### config.mk
export PLATFORM = sky130hd
export DESIGN_NAME = p2c_scale
export DESIGN_NICKNAME = d
export VERILOG_FILES = /design/src/p2c_pkg.sv /design/src/p2c_scale.sv
export SDC_FILE = /design/constraint.sdc
export NUM_CORES = 2
export LEC_CHECK = 0
export ABC_AREA = 1
export CORE_MARGIN = 5
export CORE_UTILIZATION = 59
export DETAILED_ROUTE_END_ITERATION = 16
export DONT_BUFFER_PORTS = 1
export PLACE_DENSITY = 0.75
export RECOVER_POWER = 25
export SKIP_CTS_REPAIR_TIMING = 1
export SLEW_MARGIN = 5
export SYNTH_ARGS = -nofsm -noshare
export SYNTH_HDL_FRONTEND = slang
export SYNTH_SLANG_ARGS = --single-unit
### constraint.sdc
create_clock -name i_clk -period 7.9 [get_ports i_clk]
set_input_delay 0.395 -clock i_clk [delete_from_list [all_inputs] [get_ports i_clk]]
set_output_delay 0.395 -clock i_clk [all_outputs]
set_load 0.005 [all_outputs]
### src/p2c_pkg.sv
// ============================================================================
// p2c_pkg
// Shared types and constants for the polar to complex converter: Q30 trig
// formats, Horner-step divisors with their reciprocals, and output limits.
// ============================================================================
package p2c_pkg;

    // Q30 fraction bits and the width of a trig value (one is 2^30)
    localparam int FRAC_W = 30;
    localparam int TRIG_W = 31;

    localparam logic [TRIG_W-1:0] Q30_ONE     = 31'h4000_0000;
    localparam logic [TRIG_W-1:0] HALF_PI_Q30 = 31'd1686629713;
    localparam logic [FRAC_W-1:0] EIGHTH_TURN = 30'h2000_0000;
    localparam logic [FRAC_W-1:0] HALF_LSB    = 30'h2000_0000;

    // Saturation limits of the signed 16-bit result
    localparam logic [15:0] OUT_MAX = 16'h7FFF;
    localparam logic [15:0] OUT_MIN = 16'h8000;
    localparam logic [32:0] MAG_MAX = 33'd32767;

    // Horner chains: three register stages per step
    localparam int STEP_LAT   = 3;
    localparam int SIN_STEPS  = 4;
    localparam int COS_STEPS  = 5;
    localparam int PIPE_DEPTH = COS_STEPS * STEP_LAT + 1;
    localparam int SIN_TAP    = SIN_STEPS * STEP_LAT;

    // Divisors and floor(2^32 / d) reciprocals, innermost term first
    localparam logic [63:0] TWO_POW_32 = 64'h1_0000_0000;
    localparam int DIV_W = 7;

    localparam logic [DIV_W-1:0] SIN_DIV [SIN_STEPS] = '{7'd72, 7'd42, 7'd20, 7'd6};
    localparam logic [DIV_W-1:0] COS_DIV [COS_STEPS] =
        '{7'd90, 7'd56, 7'd30, 7'd12, 7'd2};

    localparam logic [31:0] SIN_RECIP [SIN_STEPS] = '{
        32'(TWO_POW_32 / 72), 32'(TWO_POW_32 / 42),
        32'(TWO_POW_32 / 20), 32'(TWO_POW_32 / 6)
    };
    localparam logic [31:0] COS_RECIP [COS_STEPS] = '{
        32'(TWO_POW_32 / 90), 32'(TWO_POW_32 / 56), 32'(TWO_POW_32 / 30),
        32'(TWO_POW_32 / 12), 32'(TWO_POW_32 / 2)
    };

    // Quadrant of the phase angle
    typedef enum logic [1:0] {
        QUAD_0,
        QUAD_1,
        QUAD_2,
        QUAD_3
    } t_quad;

    // Per-word sideband carried beside the trig pipeline
    typedef struct packed {
        logic  neg;
        t_quad quad;
        logic  swap;
    } t_side;

    // Sign control handed to the scaling stage
    typedef struct packed {
        logic valid;
        logic re_neg;
        logic im_neg;
    } t_scale_ctl;

endpackage

### src/p2c_scale.sv
// ============================================================================
// p2c_scale
// Multiplies the amplitude magnitude by both trig magnitudes, then rounds
// half away from zero, applies the sign and saturates to 16 bits.
// ============================================================================
module p2c_scale
    import p2c_pkg::*;
#(
    parameter int AMP_WIDTH = 16
) (
    input  logic                 i_clk,
    input  logic                 i_rst_n,
    input  logic                 i_en,
    input  t_scale_ctl           i_ctl,
    input  logic [AMP_WIDTH-1:0] i_amag,
    input  logic [TRIG_W-1:0]    i_cmag,
    input  logic [TRIG_W-1:0]    i_smag,
    output logic                 o_valid,
    output logic [15:0]          o_real,
    output logic [15:0]          o_imag
);

    localparam int PW = AMP_WIDTH + TRIG_W;
    localparam int MW = AMP_WIDTH + 1;

    logic [PW-1:0] w_re_prod;
    logic [PW-1:0] w_im_prod;
    logic [PW-1:0] w_re_sum;
    logic [PW-1:0] w_im_sum;
    logic [15:0]   n_real;
    logic [15:0]   n_imag;

    logic          r_v1;
    logic          r_v2;
    logic          r_re_neg;
    logic          r_im_neg;
    logic [PW-1:0] r_re_prod;
    logic [PW-1:0] r_im_prod;
    logic [15:0]   r_real;
    logic [15:0]   r_imag;

    // Signed, saturated 16-bit value from a rounded magnitude
    function automatic logic [15:0] sat16(input logic [MW-1:0] mag, input logic neg);
        logic [32:0] magx;
        logic [15:0] res;
        magx = 33'(mag);
        if (!neg) begin
            res = (magx > MAG_MAX) ? OUT_MAX : magx[15:0];
        end else begin
            res = (magx > MAG_MAX) ? OUT_MIN : 16'(16'd0 - magx[15:0]);
        end
        return res;
    endfunction

    // Stage 1: magnitude products
    assign w_re_prod = PW'(i_amag) * PW'(i_cmag);
    assign w_im_prod = PW'(i_amag) * PW'(i_smag);

    // Stage 2: round from Q30 and saturate
    assign w_re_sum = r_re_prod + PW'(HALF_LSB);
    assign w_im_sum = r_im_prod + PW'(HALF_LSB);
    assign n_real   = sat16(w_re_sum[PW-1:FRAC_W], r_re_neg);
    assign n_imag   = sat16(w_im_sum[PW-1:FRAC_W], r_im_neg);

    // Valid bits
    always_ff @(posedge i_clk) begin
        if (!i_rst_n) begin
            r_v1 <= 1'b0;
            r_v2 <= 1'b0;
        end else if (i_en) begin
            r_v1 <= i_ctl.valid;
            r_v2 <= r_v1;
        end
    end

    // Data
    always_ff @(posedge i_clk) begin
        if (i_en) begin
            r_re_neg  <= i_ctl.re_neg;
            r_im_neg  <= i_ctl.im_neg;
            r_re_prod <= w_re_prod;
            r_im_prod <= w_im_prod;
            r_real    <= n_real;
            r_imag    <= n_imag;
        end
    end

    assign o_valid = r_v2;
    assign o_real  = r_real;
    assign o_imag  = r_imag;

endmodule

# Word-level counts from Yosys, hierarchy flattened
# Cells that the tools add are included.
dict set report classes {
  n_lt_le_gt_ge 2
  shift 0
  n_reduce_logical 0
  n_bitwise 0
  n_mul 2
  eq_ne 0
  mux 6
  div_mod_pow 0
  n_addsub 4
}
# op count
set ops {}
lappend ops {{$mux 16} 6}
lappend ops {{$add 47x30->47 const B} 2}
lappend ops {{$mul 16x31->47} 2}
lappend ops {{$gt 17x15->1 const B} 2}
lappend ops {{$sub 1x16->16 const A} 2}
dict set report totals {
  ramBits 0
  memories 0
  latchBits 0
  romBits 0
  wordCells 22
  output_inout_bits 33
  input_bits 84
  ff_bits 130
}

# Depth between registers and ports, before layout
dict set report logic_depth {
  ltp_word 4
  depth_mapped 29
  mapped_depth_nobuf 27
}

# Least setup slack after synthesis
# OpenSTA, ideal clock, no wires.
dict set report synth_timing {
  path_type {in2reg}
  startpoint {in i_amag[1]}
  endpoint {reg r_im_prod[39], data pin}
  path_buffers 3
  slack_ns 1.916
  setup_ns 0.256
  path_stages 27
  t_arrival_ns 5.727
  required_time_ns 7.644
  path_cell_list {clkbuf_1 -> clkbuf_1 -> clkbuf_1 -> nand2_1 -> fa_1 -> inv_1 -> fa_1 -> inv_1 -> fa_1 -> inv_1 -> fa_1 -> fa_1 -> inv_1 -> fa_1 -> inv_1 -> ha_1 -> nand2_1 -> nor2_1 -> inv_1 -> nor2_1 -> inv_1 -> nor3_1 -> nand2_1 -> nor2_1 -> nor2_1 -> nand2_1 -> nand2_1}
}
dict set report synth_via {
  elab_chain_cells 1
}
# element line_no
set synth_rtl {}
lappend synth_rtl {{from (decl)} p2c_scale.sv:15} ;# input logic [AMP_WIDTH-1:0] i_amag,
lappend synth_rtl {{$mul 16x31->47} p2c_scale.sv:57} ;# assign w_im_prod = PW'(i_amag) * PW'(i_smag);
lappend synth_rtl {{via w_im_prod[39]} p2c_scale.sv:27} ;# logic [PW-1:0] w_im_prod;
lappend synth_rtl {{to (signal assigned)} p2c_scale.sv:82} ;# r_im_prod <= w_im_prod;
lappend synth_rtl {{to (decl)} p2c_scale.sv:38} ;# logic [PW-1:0] r_im_prod;
# The timed path passes the listed nets, and every way through them passes these cells.
# A chain may end at the register's enable or synchronous reset.

# Worst setup path in the final report
dict set report layout_timing {
  startpoint {in i_amag[10]}
  endpoint {reg r_im_prod[42], data pin}
}
# Same word-level chain as after synthesis.

==> results.md <==
* Status: finished clean
* Iteration count of the initial detailed-routing pass at 8
* Top-area cell type share of the netlist area at 0.435
* Fraction of registers with async set/reset at 0
* Worst relative slew slack at 0.564
* Vias per cell at ~5.3
* GRT Resource Usage Total at 0.287
* Non-filler cells, final at approximately 5600
* Yosys Warn Count at 0
* Post-synthesis sequential area ratio at 0.0577
* Vias in the first global route at ~32000
* Fmax achieved at roughly 180 MHz
* Critical path type: in -> reg
* Setup_tns at 0 ns
* Worst-Margin Slew at 0.654 ns
* Largest net degree at the start of global routing at between 70 and 80
* Commonest cells post-synth: inv_1, nand2_1, fa_1
* Row count at between 90 and 100
* Unique masters post-synth at 45
* Gp weighted congestion at about 0.96
* Critical R2R Launch: r_re_prod[30]
* First-pass GRT wire length at roughly 160000 um
* Max FO, Critical Path at slightly above 60
* Tcrit/Tclk final at 0.694
* CP startpoint kind: input port
* Die W at ~260 um
* Gr ovfl total at 0
* CTS root buffer: clkbuf_16
* Ports at ~120
* Setup violations, final at 0
* Final-report max-slew violation count at 0
* Average wire per standard cell at between 15 and 20 um
* CTS HTree Levels at 3
* Placed cell area at approximately 0.037 sq mm
* CTS Sinks at 72
* DRT iter0 DRCs at approximately 1600
* Final Critical Period at ~5.5 ns
* FF/Latch Area at around 0.0021 sq mm
* Worst-Skew Late Latency at approximately 0.36 ns
* Critical Path RT at approximately 8.1 ns
* CORE AREA at 0.0627 sq mm
* CTS tree: built
* Vias at about 30000
* Min-delay worst type: in -> reg
* Post-synth top area cell: fa_1
* Top_reg_cell synth: edfxtp_1
* Synthesized instance count at slightly above 5000
* Placed Cells at between 5000 and 6000
* Average size of a mapped cell at 7.39 sq um
* Crit path DAT at about 5.7 ns
* Filler Cells Inserted at 5806
* Final core occ at 0.598
* Yosys reg bits at 72
* Top cells by area, synth: fa_1, inv_1, nand2_1
* Post-synth EDFFs at 70
* Multi-input gate area at approximately 0.029 sq mm
* Starting Density at 0.592
* Unrepaired setup endpoints after global routing: false
* Hold Fails Final Rpt at 0
* Post-route cell area at ~0.038 sq mm
* Num CTS Buffers at 9
* Post-route DRC at 0
* Initial antenna violation count at 0
* Drt total wl at 93700 um
* Mapped cell area at about 0.037 sq mm
* Port Buffers at 0
* Max Cap Viol at 0
* Crit path launch: i_amag[10]
* Min-delay src: i_ctl[1]
* Layout cells sized above 1 at 0.0150
* Cell with the most instances after synthesis: inv_1
* Syn nets at ~6200
* DRT antenna net count at 0
* Die ar. at roughly 0.068 sq mm
* CTS clock-pin slew for the worst setup and hold paths at about 0.06 ns
* Die height at 261 um
* CTS max path bufs at 2
* Nets at 5926
* Worst setup EP type: flop
* P&R area growth vs syn at 1.04%
* Worst Skew at between 0.01 and 0.015 ns
* ANT cells at 0
* Dpl hpwl at approximately 75000 um
## cells in the final DEF, fill, tap and decap left out, drive strengths merged, types with 10 or more instances in the layout
master	count
ha	238
a21oi	103
a31oi	17
o21bai	19
nand2	1470
nand3	91
o21ai	97
fa	806
inv	1468
clkbuf	11
nor2	257
xnor2	10
nand4	39
a21o	16
edfxtp	70
xor2	24
nor3	38
## flip-flops by register name, indices dropped and copies added, names as in the netlist
| register | cells |
|---|---|
| o_real | 16 |
| o_valid | 1 |
| r_v1 | 1 |
| r_im_prod | 18 |
| r_im_neg | 1 |
| o_imag | 16 |
| r_re_neg | 1 |
| r_re_prod | 18 |
## cell type report
cell class,count,area share
Clock inverter,5,0.000634
Inverter,1468,0.147
Tap cell,846,0.0282
Clock buffer,11,0.00620
Multi-Input combinational cell,3247,0.761
Sequential cell,72,0.0571
## worst paths after layout
kind,cells past startpoint,endpoint,slack [ns]
max,22,r_im_prod[42],2.42
min reg2reg,2,o_valid,0.49
min,0,r_re_neg,0.14
max reg2reg,16,o_real[6],5.32
## critical path, stage by stage
cell and delay, ns:
nand2_1 0.08, inv_1 0.05, fa_1 0.53, inv_1 0.06
fa_1 0.54, inv_1 0.05, fa_1 0.52, fa_1 0.43
fa_1 0.50, inv_1 0.05, fa_1 0.47, inv_1 0.04
ha_1 0.36, nand2_1 0.11, nor2_1 0.11, inv_1 0.10
nor2_1 0.11, inv_1 0.09, nor4_1 0.46, nand4_1 0.16
nand2_1 0.15, xor2_1 0.21
## per-stage QoR
step / hold slack (ns) / setup slack (ns)
4_1_cts: 0.116 / 2.45
6_report: 0.136 / 2.42
3_5_place_dp: 0.479 / 2.06
2_1_floorplan: 0.448 / 1.92
3_3_place_gp: 0.470 / 2.12
5_1_grt: 0.113 / 2.16
## cells by family after synthesis
| logic type | synth area share |
|---|---|
| buffers and inverters | 0.173 |
| and+or+nand+nor | 0.205 |
| adders and majority gates | 0.515 |
| AOI/OAI and AO/OA | 0.0409 |
| DFF | 0.0577 |
| xor gates and xnor gates | 0.00802 |
## per-layer routing
| metal | routed length [um] | share of wire | global-route usage |
|---|---|---|---|
| met4 | 4200 | 0.045 | 0.106 |
| met3 | 4880 | 0.052 | 0.0397 |
| met5 | 0 | 0 | 0 |
| met1 | 34900 | 0.37 | 0.328 |
| met2 | 49700 | 0.53 | 0.544 |
Power is not shown: default switching activity piles up to over one toggle a cycle in this logic, so the estimate is an artifact.
